===== src/cda_pkg.sv =====
// ----------------------------------------------------------------------------
// cda_pkg: calendar date advance types and functions
// Date word type, reset values, month length table, date roll-over and the
// Zeller weekday calculation.
// ----------------------------------------------------------------------------
package cda_pkg;

  typedef struct packed {
    logic [6:0] year;
    logic [3:0] month;
    logic [4:0] day;
    logic [2:0] weekday;
  } date_t;

  localparam logic [4:0] HOUR_RST   = 5'd23;
  localparam logic [4:0] HOUR_ZERO  = 5'd0;
  localparam logic [6:0] LAST_YEAR  = 7'd99;
  localparam logic [3:0] LAST_MONTH = 4'd12;
  localparam logic [3:0] FEBRUARY   = 4'd2;
  localparam logic [3:0] MONTH_WRAP = 4'd12;
  localparam logic [2:0] SUNDAY     = 3'd7;
  localparam logic [2:0] CENT_TERM_20 = 3'd6;  // c/4 - 2c - 2 + 2500, mod 7, c = 20
  localparam logic [2:0] CENT_TERM_19 = 3'd7;  // same for c = 19

  localparam date_t DATE_RST = '{year: 7'd18, month: 4'd8, day: 5'd7, weekday: 3'd2};

  function automatic logic [4:0] days_in_month(input logic [6:0] y, input logic [3:0] m);
    logic [4:0] n;
    unique case (m)
      4'd1, 4'd3, 4'd5, 4'd7, 4'd8, 4'd10, 4'd12: n = 5'd31;
      4'd4, 4'd6, 4'd9, 4'd11:                   n = 5'd30;
      4'd2:    n = (y[1:0] == 2'b00) ? 5'd29 : 5'd28;
      default: n = 5'd0;
    endcase
    return n;
  endfunction

  // floor(26 * (m + 1) / 10) for m = 3..14
  function automatic logic [5:0] month_term(input logic [3:0] m);
    logic [5:0] t;
    unique case (m)
      4'd3:    t = 6'd10;
      4'd4:    t = 6'd13;
      4'd5:    t = 6'd15;
      4'd6:    t = 6'd18;
      4'd7:    t = 6'd20;
      4'd8:    t = 6'd23;
      4'd9:    t = 6'd26;
      4'd10:   t = 6'd28;
      4'd11:   t = 6'd31;
      4'd12:   t = 6'd33;
      4'd13:   t = 6'd36;
      4'd14:   t = 6'd39;
      default: t = 6'd0;
    endcase
    return t;
  endfunction

  function automatic logic [2:0] weekday_of(input logic [6:0] y, input logic [3:0] m,
                                            input logic [4:0] d);
    logic [6:0] yy;
    logic [3:0] mm;
    logic [2:0] ct;
    logic [7:0] s;
    logic [6:0] x;
    logic [3:0] z;
    logic [2:0] w;
    yy = y;
    mm = m;
    ct = CENT_TERM_20;
    if (m <= FEBRUARY) begin
      mm = m + MONTH_WRAP;
      if (y == 7'd0) begin
        yy = LAST_YEAR;
        ct = CENT_TERM_19;
      end else begin
        yy = y - 7'd1;
      end
    end
    s = {1'b0, yy} + {3'b000, yy[6:2]} + {5'b00000, ct} + {2'b00, month_term(mm)}
      + {3'b000, d};
    // fold by 64 and by 8, both are 1 mod 7
    x = {5'b00000, s[7:6]} + {1'b0, s[5:0]};
    z = x[6:3] + {1'b0, x[2:0]};
    if (z >= 4'd14) begin
      w = 3'(z - 4'd14);
    end else if (z >= 4'd7) begin
      w = 3'(z - 4'd7);
    end else begin
      w = z[2:0];
    end
    return (w == 3'd0) ? SUNDAY : w;
  endfunction

  function automatic date_t next_date(input date_t cur);
    logic [5:0] d;
    logic [4:0] m;
    logic [7:0] y;
    date_t r;
    d = {1'b0, cur.day} + 6'd1;
    m = {1'b0, cur.month};
    y = {1'b0, cur.year};
    if (d > {1'b0, days_in_month(cur.year, cur.month)}) begin
      d = 6'd1;
      m = m + 5'd1;
      if (m > {1'b0, LAST_MONTH}) begin
        m = 5'd1;
        y = y + 8'd1;
        if (y > {1'b0, LAST_YEAR}) begin
          y = 8'd0;
        end
      end
    end
    r.year    = y[6:0];
    r.month   = m[3:0];
    r.day     = d[4:0];
    r.weekday = weekday_of(y[6:0], m[3:0], d[4:0]);
    return r;
  endfunction

endpackage


===== src/calendar_date_advance.sv =====
// ----------------------------------------------------------------------------
// calendar_date_advance: date counter clocked by hour readings
// Keeps year (2000..2099), month, day and weekday; advances one day when
// the hour reading changes to 0.
// ----------------------------------------------------------------------------
// Each accepted hour word gives exactly one result word. One word is taken
// every cycle while the output is not stalled: the hour goes into an input
// register, and the date roll-over plus the weekday calculation sit between
// that register and the date/result register, which also holds the date
// across output stalls. Reset date is Tuesday 7 Aug 2018 with last hour 23.
module calendar_date_advance
  import cda_pkg::*;
(
  input  logic       clk,
  input  logic       rst_n,
  input  logic       in_valid,
  output logic       in_ready,
  input  logic [4:0] in_hour_reading,
  output logic       out_valid,
  input  logic       out_ready,
  output logic [6:0] out_cur_year,
  output logic [3:0] out_cur_month,
  output logic [4:0] out_cur_day,
  output logic [2:0] out_cur_weekday,
  output logic       out_date_advanced
);

  logic       hour_vld_r;
  logic [4:0] hour_r;
  logic [4:0] prev_hour_r;
  logic [4:0] prev_hour_nxt;
  date_t      date_r;
  date_t      date_nxt;
  logic       adv_r;
  logic       adv_nxt;
  logic       out_valid_r;
  logic       load;

  assign load     = hour_vld_r && (!out_valid_r || out_ready);
  assign in_ready = !hour_vld_r || load;

  always_comb begin
    prev_hour_nxt = prev_hour_r;
    date_nxt      = date_r;
    adv_nxt       = 1'b0;
    if (hour_r != prev_hour_r) begin
      prev_hour_nxt = hour_r;
      if (hour_r == HOUR_ZERO) begin
        date_nxt = next_date(date_r);
        adv_nxt  = 1'b1;
      end
    end
  end

  always_ff @(posedge clk) begin
    if (in_valid && in_ready) begin
      hour_r <= in_hour_reading;
    end
  end

  always_ff @(posedge clk) begin
    if (!rst_n) begin
      hour_vld_r  <= 1'b0;
      out_valid_r <= 1'b0;
      prev_hour_r <= HOUR_RST;
      date_r      <= DATE_RST;
      adv_r       <= 1'b0;
    end else begin
      if (in_ready) begin
        hour_vld_r <= in_valid;
      end
      if (load) begin
        out_valid_r <= 1'b1;
        prev_hour_r <= prev_hour_nxt;
        date_r      <= date_nxt;
        adv_r       <= adv_nxt;
      end else if (out_ready) begin
        out_valid_r <= 1'b0;
      end
    end
  end

  assign out_valid         = out_valid_r;
  assign out_cur_year      = date_r.year;
  assign out_cur_month     = date_r.month;
  assign out_cur_day       = date_r.day;
  assign out_cur_weekday   = date_r.weekday;
  assign out_date_advanced = adv_r;

  a_adv_on_midnight: assert property (@(posedge clk) disable iff (!rst_n)
    out_valid && out_date_advanced |-> prev_hour_r == HOUR_ZERO)
    else $error("date advanced without hour 0");

  a_date_range: assert property (@(posedge clk) disable iff (!rst_n)
    date_r.year <= LAST_YEAR && date_r.month != 4'd0 && date_r.month <= LAST_MONTH
    && date_r.day != 5'd0 && date_r.weekday != 3'd0)
    else $error("date out of range");

  a_hold_no_adv: assert property (@(posedge clk) disable iff (!rst_n)
    load && !adv_nxt |=> $stable(date_r))
    else $error("date changed without advance");

endmodule


===== config.mk =====
export PLATFORM = sky130hd
export DESIGN_NAME = calendar_date_advance
export DESIGN_NICKNAME = d
export VERILOG_FILES = /design/src/cda_pkg.sv /design/src/calendar_date_advance.sv
export SDC_FILE = /design/constraint.sdc
export NUM_CORES = 1
export LEC_CHECK = 0
export ABC_AREA = 1
export BUFFER_PORTS_ARGS = -buffer_cell sky130_fd_sc_hd__buf_4
export CORE_MARGIN = 1.5
export CORE_UTILIZATION = 55
export DETAILED_ROUTE_END_ITERATION = 16
export GPL_TIMING_DRIVEN = 0
export PLACE_DENSITY = 0.79
export SLEW_MARGIN = 30
export SYNTH_ARGS = -nofsm -noshare
export SYNTH_HDL_FRONTEND = slang
export SYNTH_SLANG_ARGS = --single-unit

===== constraint.sdc =====
create_clock -name clk -period 7.9 [get_ports clk]
set_input_delay 0.79 -clock clk [delete_from_list [all_inputs] [get_ports clk]]
set_output_delay 0.79 -clock clk [all_outputs]
set_load 0.01 [all_outputs]

Word-level counts from Yosys, hierarchy flattened:

Memories as Yosys holds them, arrays and structs flattened.
Index checks and enable logic that the tools add are counted.

* bits in registers: 32
* bits in latches: 0
* bits in writable memories: 0
* ROM bits: 96
* bits of input ports: 9
* output and inout port bits: 22
* logic and storage cells: 95
* memories: 1

* $add $sub $neg: 13
* $mul: 0
* div/mod/pow operators: 0
* $lt $le $gt $ge: 6
* equal/unequal tests: 13
* shifts and indexed selects: 0
* mux-type cells: 38
* bitwise operators: 0
* reduce and logical (&&, ||, !) cells: 15

Memories
* (no name shown): depth 16, bits a word 6, read ports 1, clocked after Yosys merged registers in 0, wr ports 0, RTL line cda_pkg.sv:41 `unique case (m)`

Operator list (count)
* $mux 7: 9
* $mux 4: 7
* $mux 5: 5
* $mux 3: 7
* $eq 4x4->1 const B: 5
* $eq 4x3->1 const B: 4
* $pmux 5 s3: 1
* $mux 6: 2
* $add 7x1->8 const B: 1
* $add 7x5->8: 1
* $add 8x3->8: 1
* $add 8x5->8: 1
* $add 8x6->8: 1
* $eq 4x2->1 const B: 2
* $gt 8x7->1 const B: 1
* $add 2x6->7: 1
* $logic_not 7->1: 1
* $mux 1: 7
* $reduce_or 7->1: 1
* $sub 7x1->7 const B: 1
* $add 5x1->6 const B: 1
* $gt 6x5->1: 1
* $sub 3x3->3 const B: 2
* $add 4x1->5 const B: 1
* 18 further kinds: 21

Longest topological paths before layout:

Gate-level depths: netlist of the first run.

* depth in word-level cells: 27
* gate-level depth with buffers: 57
* mapped depth without buffers: 57

Least setup slack after synthesis of the first run:

OpenSTA, ideal clock, no wires.

* path type: reg-to-reg
* start point: register date_r (netlist bit out_cur_month[0])
* end point: register date_r (netlist bit out_cur_weekday[2])
* setup time: 0.117 ns
* arrival time: 8.187 ns
* required time: 7.783 ns
* path slack: -0.404 ns
* stages on the path, launching flop included: 49
* path buffers: 2
* period minus slack after synthesis: 8.304 ns
* path through: dfxtp_1 > inv_1 > ha_1 > nand2_1 > nor2_1 > inv_1 > nand3_2 > inv_1 > ha_1 > nand2_1 > nor2_1 > nand4_1 > nand3_2 > nand2_4 > buf_8 > o21ai_0 > ha_1 > nand2_1 > [13 not listed] > o21ai_0 > a21o_1 > a21oi_1 > xor2_1 > ha_1 > nand2_1 > inv_1 > o21ai_0 > xor2_1 > ha_1 > fa_1 > ha_1 > o211ai_1 > nand2_1 > xor2_1 > nor2_1 > nor3_1 > nor2_1

* cells in the longest elaborated chain, start to end: 27
* elaborated cells on any way between the ends: 65
* those cells by class: add/sub: 11; order compare: 5; eq/ne: 12; mux: 32; reduce/logical: 4; memory: 1

Ends and longest elaborated chain
* start, declared: RTL line calendar_date_advance.sv:32 `date_t date_r;`
* start signal, assigned: RTL line calendar_date_advance.sv:75 `date_r <= date_nxt;`
* $eq 4x1->1 (tied with other cells): RTL line cda_pkg.sv:29 `unique case (m)`
* $reduce_or 7->1 / $reduce_or 4->1 (equally long branches): RTL line cda_pkg.sv:29
* $pmux 5 s3: RTL line cda_pkg.sv:29
* $mux 5: RTL line calendar_date_advance.sv:48 `if (hour_r == HOUR_ZERO) begin`
* $mux 5: RTL line calendar_date_advance.sv:46 `if (hour_r != prev_hour_r) begin`
* $gt 6x5->1: RTL line cda_pkg.sv:103 `if (d > {1'b0, days_in_month(cur.year, cur.month)}) begin`
* $mux 7 / $mux 4 (equally long branches): RTL line cda_pkg.sv:103
* $mux 7 / $mux 4 (equally long branches): RTL line calendar_date_advance.sv:48
* [11 not listed]
* $add 4x3->4 (*): RTL line cda_pkg.sv:84 `z = x[6:3] + {1'b0, x[2:0]};`
* $ge 4x3->1 / $sub 3x3->3 (equally long branches): RTL line cda_pkg.sv:87, cda_pkg.sv:88
* $mux 3: RTL line cda_pkg.sv:87 `end else if (z >= 4'd7) begin`
* $mux 3 (*): RTL line cda_pkg.sv:85 `if (z >= 4'd14) begin`
* $mux 3 (*): RTL line calendar_date_advance.sv:48
* $mux 3 (*): RTL line calendar_date_advance.sv:46
* $logic_not 3->1: RTL line cda_pkg.sv:92 `return (w == 3'd0) ? SUNDAY : w;`
* $mux 3 (*): RTL line cda_pkg.sv:92

Every way passes the cells marked *; elsewhere a longest branch is shown, timed or not. The select of a mux whose other input is x is not followed.
A chain may end at the register's enable or synchronous reset.

Worst setup path after layout of the first run:

* start point: register date_r (netlist bit out_cur_month[1])
* end point: register date_r (netlist bit out_cur_weekday[1])

The elaborated chain is that of the path after synthesis.

==> results of run 1 <==
[flip-flops by register name (all words and copies together), names as in the netlist]
signal	cells
hour_r	5
hour_vld_r	1
out_cur_day	5
out_cur_month	4
out_cur_weekday	3
out_cur_year	7
out_date_advanced	1
out_valid	1
prev_hour_r	5
[layout make-up]
| cell class | count | area [µm²] |
|---|---|---|
| flip-flops and latches | 32 | 704.4 |
| clock inverters | 2 | 35.03 |
| well taps | 77 | 96.34 |
| repair buffers | 87 | 669.4 |
| inverters | 96 | 387.9 |
| multi-input cells | 394 | 3045 |
| fillers | 383 | 1313 |
| plain buffers | 10 | 62.56 |
| clock buffers | 6 | 72.57 |
[placed cells by master (no fill, tap or decap), drive strengths merged, types with 4 or more instances in the layout]
cell type / Yosys / routed
xnor2: 7 / 7
nand4: 11 / 11
fa: 13 / 13
nor2: 39 / 39
buf: 5 / 91
edfxtp: 5 / 5
clkbuf: 5 / 12
o21ai: 38 / 38
xor2: 7 / 7
a21oi: 30 / 30
inv: 95 / 95
dfxtp: 27 / 27
nand3: 49 / 49
o211ai: 7 / 7
ha: 42 / 42
nor3: 4 / 4
nand3b: 4 / 4
nand2: 134 / 134
[worst max-delay path, delay by kind of cell, from the launching register on]
| family | cells | cell delay (ns) |
|---|---|---|
| flip-flops | 1 | 0.43 |
| AO/OA/AOI/OAI | 8 | 1.06 |
| AND/OR/NAND/NOR | 19 | 2.00 |
| buffers and inverters | 11 | 1.12 |
| XOR/XNOR | 2 | 0.43 |
| adder cells (fa/ha/maj) | 11 | 3.20 |
[power by group through the flow]
| stage | sequential (mW) | clock (mW) | combinational (mW) |
|---|---|---|---|
| floorplan | 0.177 | 0 | 0.227 |
| global placement | 0.177 | 0 | 0.261 |
| detailed placement | 0.177 | 0 | 0.277 |
| CTS | 0.173 | 0.158 | 0.316 |
| global route | 0.174 | 0.165 | 0.462 |
| finish | 0.173 | 0.166 | 0.412 |
[timing repair]
item | CTS | global route
setup buffers | 36 | 21
setup endpoints to repair | 3 | 3
pin swaps | 50 | 53
resized for setup | 69 | 51
[per-layer routing]
layer / GRT usage [%] / wire length (µm) / up-vias
li1: - / - / 1904
met1: 35.27 / 4498 / 1933
met2: 53.31 / 6180 / 336
met3: 4.425 / 1152 / 118
met4: 14.96 / 892 / 0
met5: 0 / 0 / -
[path summary, 6_finish.rpt]
kind,from,endpoint,slack (ns),cells past startpoint
max reg2reg,out_cur_month[1],out_cur_weekday[1],-0.45,51
min,out_cur_weekday[1],out_cur_weekday[1],0.49,2
max,out_cur_month[1],out_cur_weekday[1],-0.45,51
min reg2reg,out_cur_weekday[1],out_cur_weekday[1],0.49,2
[kinds of logic (layout without fill, tap and decap cells)]
| group | Yosys count | after routing | share of synthesized area, % |
|---|---|---|---|
| and+or+nand+nor | 244 | 244 | 32.05 |
| buffers and inverters | 106 | 201 | 11.61 |
| AOI/OAI and AO/OA | 81 | 81 | 12.44 |
| adders and majority gates | 55 | 55 | 21.57 |
| DFF | 32 | 32 | 18.96 |
| xor gates and xnor gates | 14 | 14 | 3.367 |
[per-stage QoR]
| step | hold WS (ns) | power [mW] |
|---|---|---|
| floorplan | 0.4485 | 0.4037 |
| global placement | 0.4599 | 0.4375 |
| detailed placement | 0.4664 | 0.4538 |
| CTS | 0.4861 | 0.6466 |
| global route | 0.5318 | 0.8016 |
| finish | 0.4940 | 0.7510 |
==> impl_metrics.py, run 1 <==
metrics = {
    "floorplanning": {
        "ios": 31,
        "die_area_um2": 7119,
        "die_y_um": 84.38,
        "fp-row-count": 29,
        "die_w_um": 84.38,
        "core-area_um2": 6386,
        "start_util_pct": 57.03,
    },
    "final_layout": {
        "diodes": 0,
        "utilization_pct": 79.45,
        "instances_no_fill": 704,
        "finalNetCount": 690,
        "areaGrowthSynthToFinish_pct": 39.30,
        "drive_above_1_share_pct": 37.32,
        "finalInstanceArea_um2": 5074,
    },
    "global_route": {
        "antenna_found_initial": 0,
        "grt_pass1_vias": 3869,
        "grt_pass1_wl_um": 17310,
        "grt_max_degree": 11,
        "overflow": 0,
        "grt_usage_pct": 30.02,
    },
    "timing": {
        "final-setup-viol-count": 3,
        "fmax_mhz": 119.7,
        "maxSlewViolCount": 0,
        "worstMarginPinSlew_ns": 0.6828,
        "post-route-min-period_ns": 8.353,
        "finalWorstSetupSlack_ns": -0.4527,
        "clock_skew_ns": 0.01673,
        "fin_crit_sh_pct": 105.7,
        "tns_ns": -1.305,
        "rsz0062_at_grt": "true",
        "hold_viol": 0,
        "slew_headroom_pct": 54.48,
    },
    "clock_network": {
        "holdBufCountCts": 0,
        "cts-root-buf": "clkbuf_8",
        "h-tree-depth": 2,
        "clock_latency_ns": 0.31,
        "cts_tree": "done",
        "cts_inserted_buffers": 5,
        "cts.path.max_buffers": 2,
        "clock_sinks": 32,
        "clk_pin_slew_ns": 0.09,
    },
    "placed_design": {
        "hpwl_um": 6769,
        "dp_slack_ns": -0.8502,
        "port_buffers": 30,
        "dp_cells": 639,
        "place.gp.congestion": 0.8579,
        "placed_area_um2": 4026,
    },
    "route": {
        "wire_per_inst_um": 18.07,
        "num_vias": 4291,
        "viasPerCell": 6.095,
        "drt_first_pass_iters": 8,
        "wl_um": 12720,
        "drc_errors": 0,
        "drtIter0Drc": 471,
        "detail-route-antenna-nets": 0,
    },
    "pwr": {
        "p_sw_share_pct": 41.20,
        "ir_drop_mv": 0.2622,
        "seqPwrFrac_pct": 23.1,
        "power.internal_mw": 0.4416,
        "p_clk_share_pct": 22.1,
        "leakagePower_nw": 2.429,
        "combPwrFrac_pct": 54.8,
        "switching_power_mw": 0.3094,
        "power.density_nw_per_um2": 148.0,
    },
    "run": {
        "drv_cap": 0,
    },
    "synth": {
        "ys_seq_elements": 32,
        "synth_common_cells": "nand2_1 (111), inv_1 (86), nand3_1 (44)",
        "synth_most_common_cell": "nand2_1",
        "synth_ff_type": "dfxtp_1",
        "synth_edf_count": 5,
        "syn_avg_cell_area_um2": 6.846,
        "synth_fp_nets": 596,
        "synth_cells": 532,
        "synth-seq-area-share_pct": 18.96,
        "synth_top_cell_area_share_pct": 14.84,
        "yosysWarnings": 0,
        "synth_cell_types": 38,
        "async_reset_ff_share_pct": 0,
        "netlist.top_cell.by_area": "dfxtp_1",
        "synth_area_leaders": "dfxtp_1 (15%), ha_1 (14%), nand2_1 (11%)",
        "synth_area_um2": 3642,
    },
    "setup_path": {
        "crit_fanout": 4,
        "cp.required_ns": 8.14,
        "slowest_stage": "fa_2",
        "critPathKind": "reg -> reg",
        "timing.critical_path.arrival_ns": 8.59,
        "start_kind": "flop",
        "slowest_delay_ns": 0.49,
        "crit_path_end_kind": "flop",
    },
    "outcome": {
        "status": "complete, but fails checks",
        "violations": "setup timing",
    },
    "worst_hold_path": {
        "hold_class": "reg -> reg",
    },
}
Note: power is estimated with default switching activity, not from simulation.
==> inputs of run 2 (changes only) <==
--- a/config.mk
+++ b/config.mk
@@ -8,10 +8,11 @@
 export ABC_AREA = 1
 export BUFFER_PORTS_ARGS = -buffer_cell sky130_fd_sc_hd__buf_4
 export CORE_MARGIN = 1.5
-export CORE_UTILIZATION = 55
+export CORE_UTILIZATION = 57
+export CTS_BUF_LIST = sky130_fd_sc_hd__clkbuf_8
 export DETAILED_ROUTE_END_ITERATION = 16
 export GPL_TIMING_DRIVEN = 0
-export PLACE_DENSITY = 0.79
+export PLACE_DENSITY = 0.82
 export SLEW_MARGIN = 30
 export SYNTH_ARGS = -nofsm -noshare
 export SYNTH_HDL_FRONTEND = slang
==> run 2 against run 1 <==
The run still ends with setup timing left. Maximum frequency up 1.1%. Clock-buffer cell count did not move. Wire length down 9.1%. Register-to-register slack gained 0.09 ns.
==> impl_metrics.py, run 2 (same netlist as run 1, synthesis figures left out) <==
metrics = {
    "timing": {
        "maxSlewViolCount": 0,
        "fmax_mhz": 121.1,
        "post-route-min-period_ns": 8.258,
        "finalWorstSetupSlack_ns": -0.3581,
        "worstMarginPinSlew_ns": 0.6146,
        "fin_crit_sh_pct": 104.5,
        "slew_headroom_pct": 59.03,
        "rsz0062_at_grt": "true",
        "clock_skew_ns": 0.003887,
        "final-setup-viol-count": 3,
        "hold_viol": 0,
    },
    "floorplanning": {
        "ios": 31,
        "core-area_um2": 6061,
        "fp-row-count": 28,
        "start_util_pct": 60.09,
        "die_w_um": 82.94,
        "die_area_um2": 6878,
        "die_y_um": 82.94,
    },
    "placed_design": {
        "hpwl_um": 6768,
        "port_buffers": 30,
        "place.gp.congestion": 0.9104,
        "placed_area_um2": 4024,
    },
    "global_route": {
        "grt_usage_pct": 30.94,
        "overflow": 0,
        "grt_pass1_wl_um": 17600,
        "antenna_found_initial": 0,
        "grt_pass1_vias": 3854,
        "grt_max_degree": 11,
    },
    "pwr": {
        "combPwrFrac_pct": 64.1,
        "leakagePower_nw": 2.368,
        "p_clk_share_pct": 15.7,
        "seqPwrFrac_pct": 20.2,
        "p_sw_share_pct": 41.81,
        "power.internal_mw": 0.4999,
        "switching_power_mw": 0.3593,
        "power.density_nw_per_um2": 170.0,
        "ir_drop_mv": 0.3077,
        "p_total_mw": 0.8592,
    },
    "route": {
        "detail-route-antenna-nets": 0,
        "viasPerCell": 5.849,
        "drt_first_pass_iters": 6,
        "num_vias": 4030,
        "drtIter0Drc": 537,
        "wire_per_inst_um": 16.79,
        "wl_um": 11570,
        "drc_errors": 0,
    },
    "final_layout": {
        "areaGrowthSynthToFinish_pct": 38.78,
        "drive_above_1_share_pct": 37.62,
        "diodes": 0,
        "mostFrequentLayoutCells": "nand2_1 (94), inv_1 (71), buf_4 (71), nand3_1 (38), o21ai_0 (28)",
        "finalNetCount": 677,
        "largest_reg_flops": 7,
        "final_common_cell": "nand2_1",
        "finalInstanceArea_um2": 5055,
    },
    "clock_network": {
        "clock_latency_ns": 0.29,
        "cts_tree": "done",
        "cts-root-buf": "clkbuf_8",
        "clk_pin_slew_ns": 0.07,
        "h-tree-depth": 2,
        "holdBufCountCts": 0,
        "cts_inserted_buffers": 5,
        "clock_sinks": 32,
        "cts.path.max_buffers": 2,
    },
    "setup_path": {
        "start_kind": "flop",
        "r2r-end": "out_cur_weekday[2]",
        "critPathTopFamily": "adder cells",
        "worstReg2RegStart": "out_cur_month[1]",
        "critPathBufInv": 9,
        "crit_fanout": 6,
        "cp.required_ns": 8.08,
        "crit_path_end_kind": "flop",
        "r2r_cells": 52,
        "slowest_delay_ns": 0.61,
        "slowest_stage": "fa_2",
        "timing.critical_path.arrival_ns": 8.44,
        "critPathKind": "reg -> reg",
        "rrSetupSlack_ns": -0.36,
    },
    "run": {
        "drv_cap": 0,
    },
    "outcome": {
        "status": "complete, but fails checks",
        "violations": "setup timing",
    },
    "worst_hold_path": {
        "holdPathEnd": "prev_hour_r[0]",
        "min_from": "prev_hour_r[0]",
        "hold_class": "reg -> reg",
        "hold_depth": 2,
    },
}
==> run 2: what timing repair did <==
item / in CTS / in global routing
gates resized for setup: 80 / 57
setup buffers: 32 / 14
pin swaps: 57 / 60
endpoints found under the setup margin: 3 / 3
==> run 2: worst min-delay path, stage by stage (launching register included) <==
cell	delay [ns]
dfxtp_1	0.35
nand2_1	0.06
o211ai_1	0.06
==> run 2: per-stage QoR <==
step | util, % | cells | hold WS (ns) | setup TNS [ns] | setup slack (ns)
after floorplan | - | 532 | 0.4485 | 0 | 0.0005711
after global placement | 66.39 | 637 | 0.4623 | -1.876 | -0.6888
after detailed placement | 66.39 | 637 | 0.4669 | -2.750 | -0.9730
final | 83.40 | 689 | 0.5053 | -1.017 | -0.3581
after global routing | 83.40 | 689 | 0.5229 | -2.106 | -0.7255
after CTS | 77.21 | 676 | 0.4805 | -0.3396 | -0.1250
==> run 2: worst max path at each step <==
stage | from | end | slack, ns | cells after the start
6_report | out_cur_month[1] | out_cur_weekday[2] | -0.36 | 52
5_1_grt | out_cur_month[1] | out_cur_weekday[1] | -0.73 | 53
4_1_cts | out_cur_month[1] | out_cur_weekday[2] | -0.13 | 53
3_5_place_dp | out_cur_month[1] | out_cur_weekday[2] | -0.97 | 51
3_3_place_gp | out_cur_month[1] | out_cur_weekday[2] | -0.69 | 51
2_1_floorplan | out_cur_month[1] | out_cur_weekday[2] | 0.0006 | 51
==> run 2: per-layer routing <==
| layer | global-route usage [%] | part of all wire [%] |
|---|---|---|
| met5 | 0 | 0 |
| met4 | 14.85 | 4.6 |
| met3 | 5.268 | 8.8 |
| met2 | 53.44 | 50 |
| met1 | 37.22 | 37 |
==> run 2: layout make-up <==
class                           instances  area [µm²]
Multi-Input combinational cell        394        3143
Fill cell                             346        1006
Sequential cell                        32       704.4
Timing Repair Buffer                   74       566.8
Inverter                               96       389.1
Tap cell                               75       93.84
Clock buffer                            6       82.58
Buffer                                 10       63.81
Clock inverter                          2       11.26
==> run 2: power groups by stage <==
stage | registers [mW] | logic (mW) | clock network, mW
2_1_floorplan | 0.177 | 0.227 | 0
3_3_place_gp | 0.177 | 0.261 | 0
3_5_place_dp | 0.177 | 0.276 | 0
4_1_cts | 0.173 | 0.372 | 0.135
5_1_grt | 0.174 | 0.594 | 0.144
6_report | 0.173 | 0.551 | 0.135
==> inputs of run 3 (changes only) <==
--- a/config.mk
+++ b/config.mk
@@ -8,11 +8,11 @@
 export ABC_AREA = 1
 export BUFFER_PORTS_ARGS = -buffer_cell sky130_fd_sc_hd__buf_4
 export CORE_MARGIN = 1.5
-export CORE_UTILIZATION = 57
+export CORE_UTILIZATION = 43
 export CTS_BUF_LIST = sky130_fd_sc_hd__clkbuf_8
 export DETAILED_ROUTE_END_ITERATION = 16
 export GPL_TIMING_DRIVEN = 0
-export PLACE_DENSITY = 0.82
+export PLACE_DENSITY = 0.65
 export SLEW_MARGIN = 30
 export SYNTH_ARGS = -nofsm -noshare
 export SYNTH_HDL_FRONTEND = slang
==> constraint.sdc (replaced) <==
create_clock -name clk -period 6.85 [get_ports clk]
set_input_delay 0.685 -clock clk [delete_from_list [all_inputs] [get_ports clk]]
set_output_delay 0.685 -clock clk [all_outputs]
set_load 0.01 [all_outputs]
==> run 3 against run 2 <==
The run still ends with setup timing left. Clock skew increased by 0.0041 ns. First-iteration DRC count decreased by 68%. Maximum frequency increased by 2.6%. Sequential power increased by 16%. Setup slack got worse by 0.84 ns. Hold slack got worse by 0.022 ns. Register-to-register slack got worse by 0.84 ns. Global-route usage decreased by 9.5 points. Cell count increased by 4.4%. Critical endpoint unchanged.
==> impl_metrics.py, run 3 (same netlist as run 1, synthesis figures left out) <==
metrics = {
    "outcome": {
        "status": "complete, but fails checks",
        "violations": "setup timing",
    },
    "pwr": {
        "power.density_nw_per_um2": 161.8,
        "power.internal_mw": 0.4938,
        "p_clk_share_pct": 22.8,
        "p_sw_share_pct": 38.66,
        "seqPwrFrac_pct": 24.8,
        "switching_power_mw": 0.3112,
        "combPwrFrac_pct": 52.4,
        "leakagePower_nw": 2.358,
        "ir_drop_mv": 0.1933,
    },
    "setup_path": {
        "path_depth": 49,
        "critPathKind": "reg -> reg",
        "critPathBufInv": 9,
        "r2r_cells": 49,
        "crit_path_end_kind": "flop",
        "cp.required_ns": 7.03,
        "slowest_delay_ns": 0.50,
        "timing.critical_path.arrival_ns": 8.23,
        "critPathTopFamily": "adder cells",
        "crit_fanout": 8,
        "start_kind": "flop",
        "cpMostUsedCell": "nand2_4",
        "slowest_stage": "fa_1",
    },
    "route": {
        "drt_first_pass_iters": 4,
        "drtIter0Drc": 170,
        "wl_um": 9442,
        "num_vias": 3676,
        "viasPerCell": 5.113,
        "drc_errors": 0,
        "wire_per_inst_um": 13.13,
        "detail-route-antenna-nets": 0,
    },
    "clock_network": {
        "clock_sinks": 32,
        "clk_pin_slew_ns": 0.08,
        "cts_tree": "done",
        "cts-root-buf": "clkbuf_8",
        "cts.path.max_buffers": 2,
        "clock_latency_ns": 0.29,
        "h-tree-depth": 2,
        "cts_inserted_buffers": 5,
    },
    "run": {
        "drv_cap": 0,
    },
    "final_layout": {
        "diodes": 0,
        "drive_above_1_share_pct": 35.67,
        "final_common_cell": "nand2_1",
        "fill_cells": 751,
        "largest_reg_flops": 7,
        "areaGrowthSynthToFinish_pct": 36.59,
        "utilization_pct": 60.55,
        "mostFrequentLayoutCells": "nand2_1 (98), buf_4 (74), inv_1 (69), nand3_1 (41), o21ai_0 (29)",
        "finalNetCount": 677,
    },
    "floorplanning": {
        "start_util_pct": 44.33,
        "die_w_um": 95.04,
        "die_y_um": 95.04,
        "fp-row-count": 33,
        "core-area_um2": 8217,
        "die_area_um2": 9032,
        "ios": 31,
    },
    "global_route": {
        "grt_usage_pct": 21.43,
        "busiest_layer": "met2",
        "grt_max_degree": 12,
        "grt_pass1_vias": 3330,
        "grt_pass1_wl_um": 15170,
        "met1_usage_pct": 27.06,
        "grtUsageMet3_pct": 2.472,
        "use_met2_pct": 37.98,
        "overflow": 0,
        "antenna_found_initial": 0,
    },
    "worst_hold_path": {
        "hold_class": "reg -> reg",
        "hold_depth": 2,
    },
    "timing": {
        "rsz0062_at_grt": "true",
        "slew_headroom_pct": 60.79,
        "maxSlewViolCount": 0,
        "hold_viol": 0,
        "finalWorstSetupSlack_ns": -1.198,
        "clock_skew_ns": 0.008032,
        "post-route-min-period_ns": 8.048,
        "final-setup-viol-count": 3,
        "worstMarginPinSlew_ns": 0.5882,
        "fin_crit_sh_pct": 117.5,
        "fmax_mhz": 124.2,
    },
    "placed_design": {
        "port_buffers": 30,
        "hpwl_um": 6962,
        "place.gp.congestion": 0.8779,
        "dp_slack_ns": -1.711,
    },
}
==> run 3: area by class of cell <==
type / count / area [µm²] / share of cell area (%)
Multi-Input combinational cell: 394 / 3018 / 60.66
Buffer: 10 / 63.81 / 1.283
Clock inverter: 3 / 42.54 / 0.8551
Clock buffer: 5 / 68.82 / 1.383
Inverter: 96 / 390.4 / 7.847
Sequential cell: 32 / 704.4 / 14.16
Tap cell: 105 / 131.4 / 2.641
Timing Repair Buffer: 74 / 555.5 / 11.17
==> run 3: path summary, 6_finish.rpt <==
check / start / end / slack, ns
worst max-delay path: out_cur_month[1] / out_cur_weekday[2] / -1.20
worst min-delay path: out_date_advanced / out_date_advanced / 0.48
worst max register to register: out_cur_month[1] / out_cur_weekday[2] / -1.20
worst min register to register: out_date_advanced / out_date_advanced / 0.48
==> run 3: power by group through the flow <==
stage | Sequential, mW | Clock (mW) | Combinational, mW
2_1_floorplan | 0.204 | 0 | 0.264
3_3_place_gp | 0.204 | 0 | 0.307
3_5_place_dp | 0.204 | 0 | 0.318
4_1_cts | 0.200 | 0.187 | 0.374
5_1_grt | 0.200 | 0.195 | 0.474
6_report | 0.200 | 0.183 | 0.422
==> run 3: repair_timing <==
item                                    in CTS  in global routing
buffers inserted                            29                 15
endpoints found under the setup margin       3                  3
pin swaps                                   44                 34
hold buffers                                 0                  0
cloned                                       0                  0
resized for setup                           44                 38
==> run 3: stage by stage <==
stage | power [mW] | cell area, µm² | TNS [ns] | cells | hold WS, ns
6_report | 0.8050 | 4975 | -3.556 | 719 | 0.4829
5_1_grt | 0.8688 | 4975 | -5.057 | 719 | 0.5123
4_1_cts | 0.7605 | 4702 | -3.461 | 704 | 0.4811
3_5_place_dp | 0.5223 | 4170 | -4.910 | 667 | 0.4688
3_3_place_gp | 0.5117 | 4170 | -4.505 | 667 | 0.4628
2_1_floorplan | 0.4682 | 3814 | -2.523 | 532 | 0.4485
==> run 3: tightest hold or removal path, cell delays in order, from the launching register on <==
cell,delay [ns]
dfxtp_1,0.32
nand2_1,0.06
a21oi_1,0.06
==> run 3: layer usage <==
metal,vias up,routed length (µm)
met1,1722,4154
li1,1878,-
met3,13,328
met2,63,4811
met5,-,0
met4,0,148
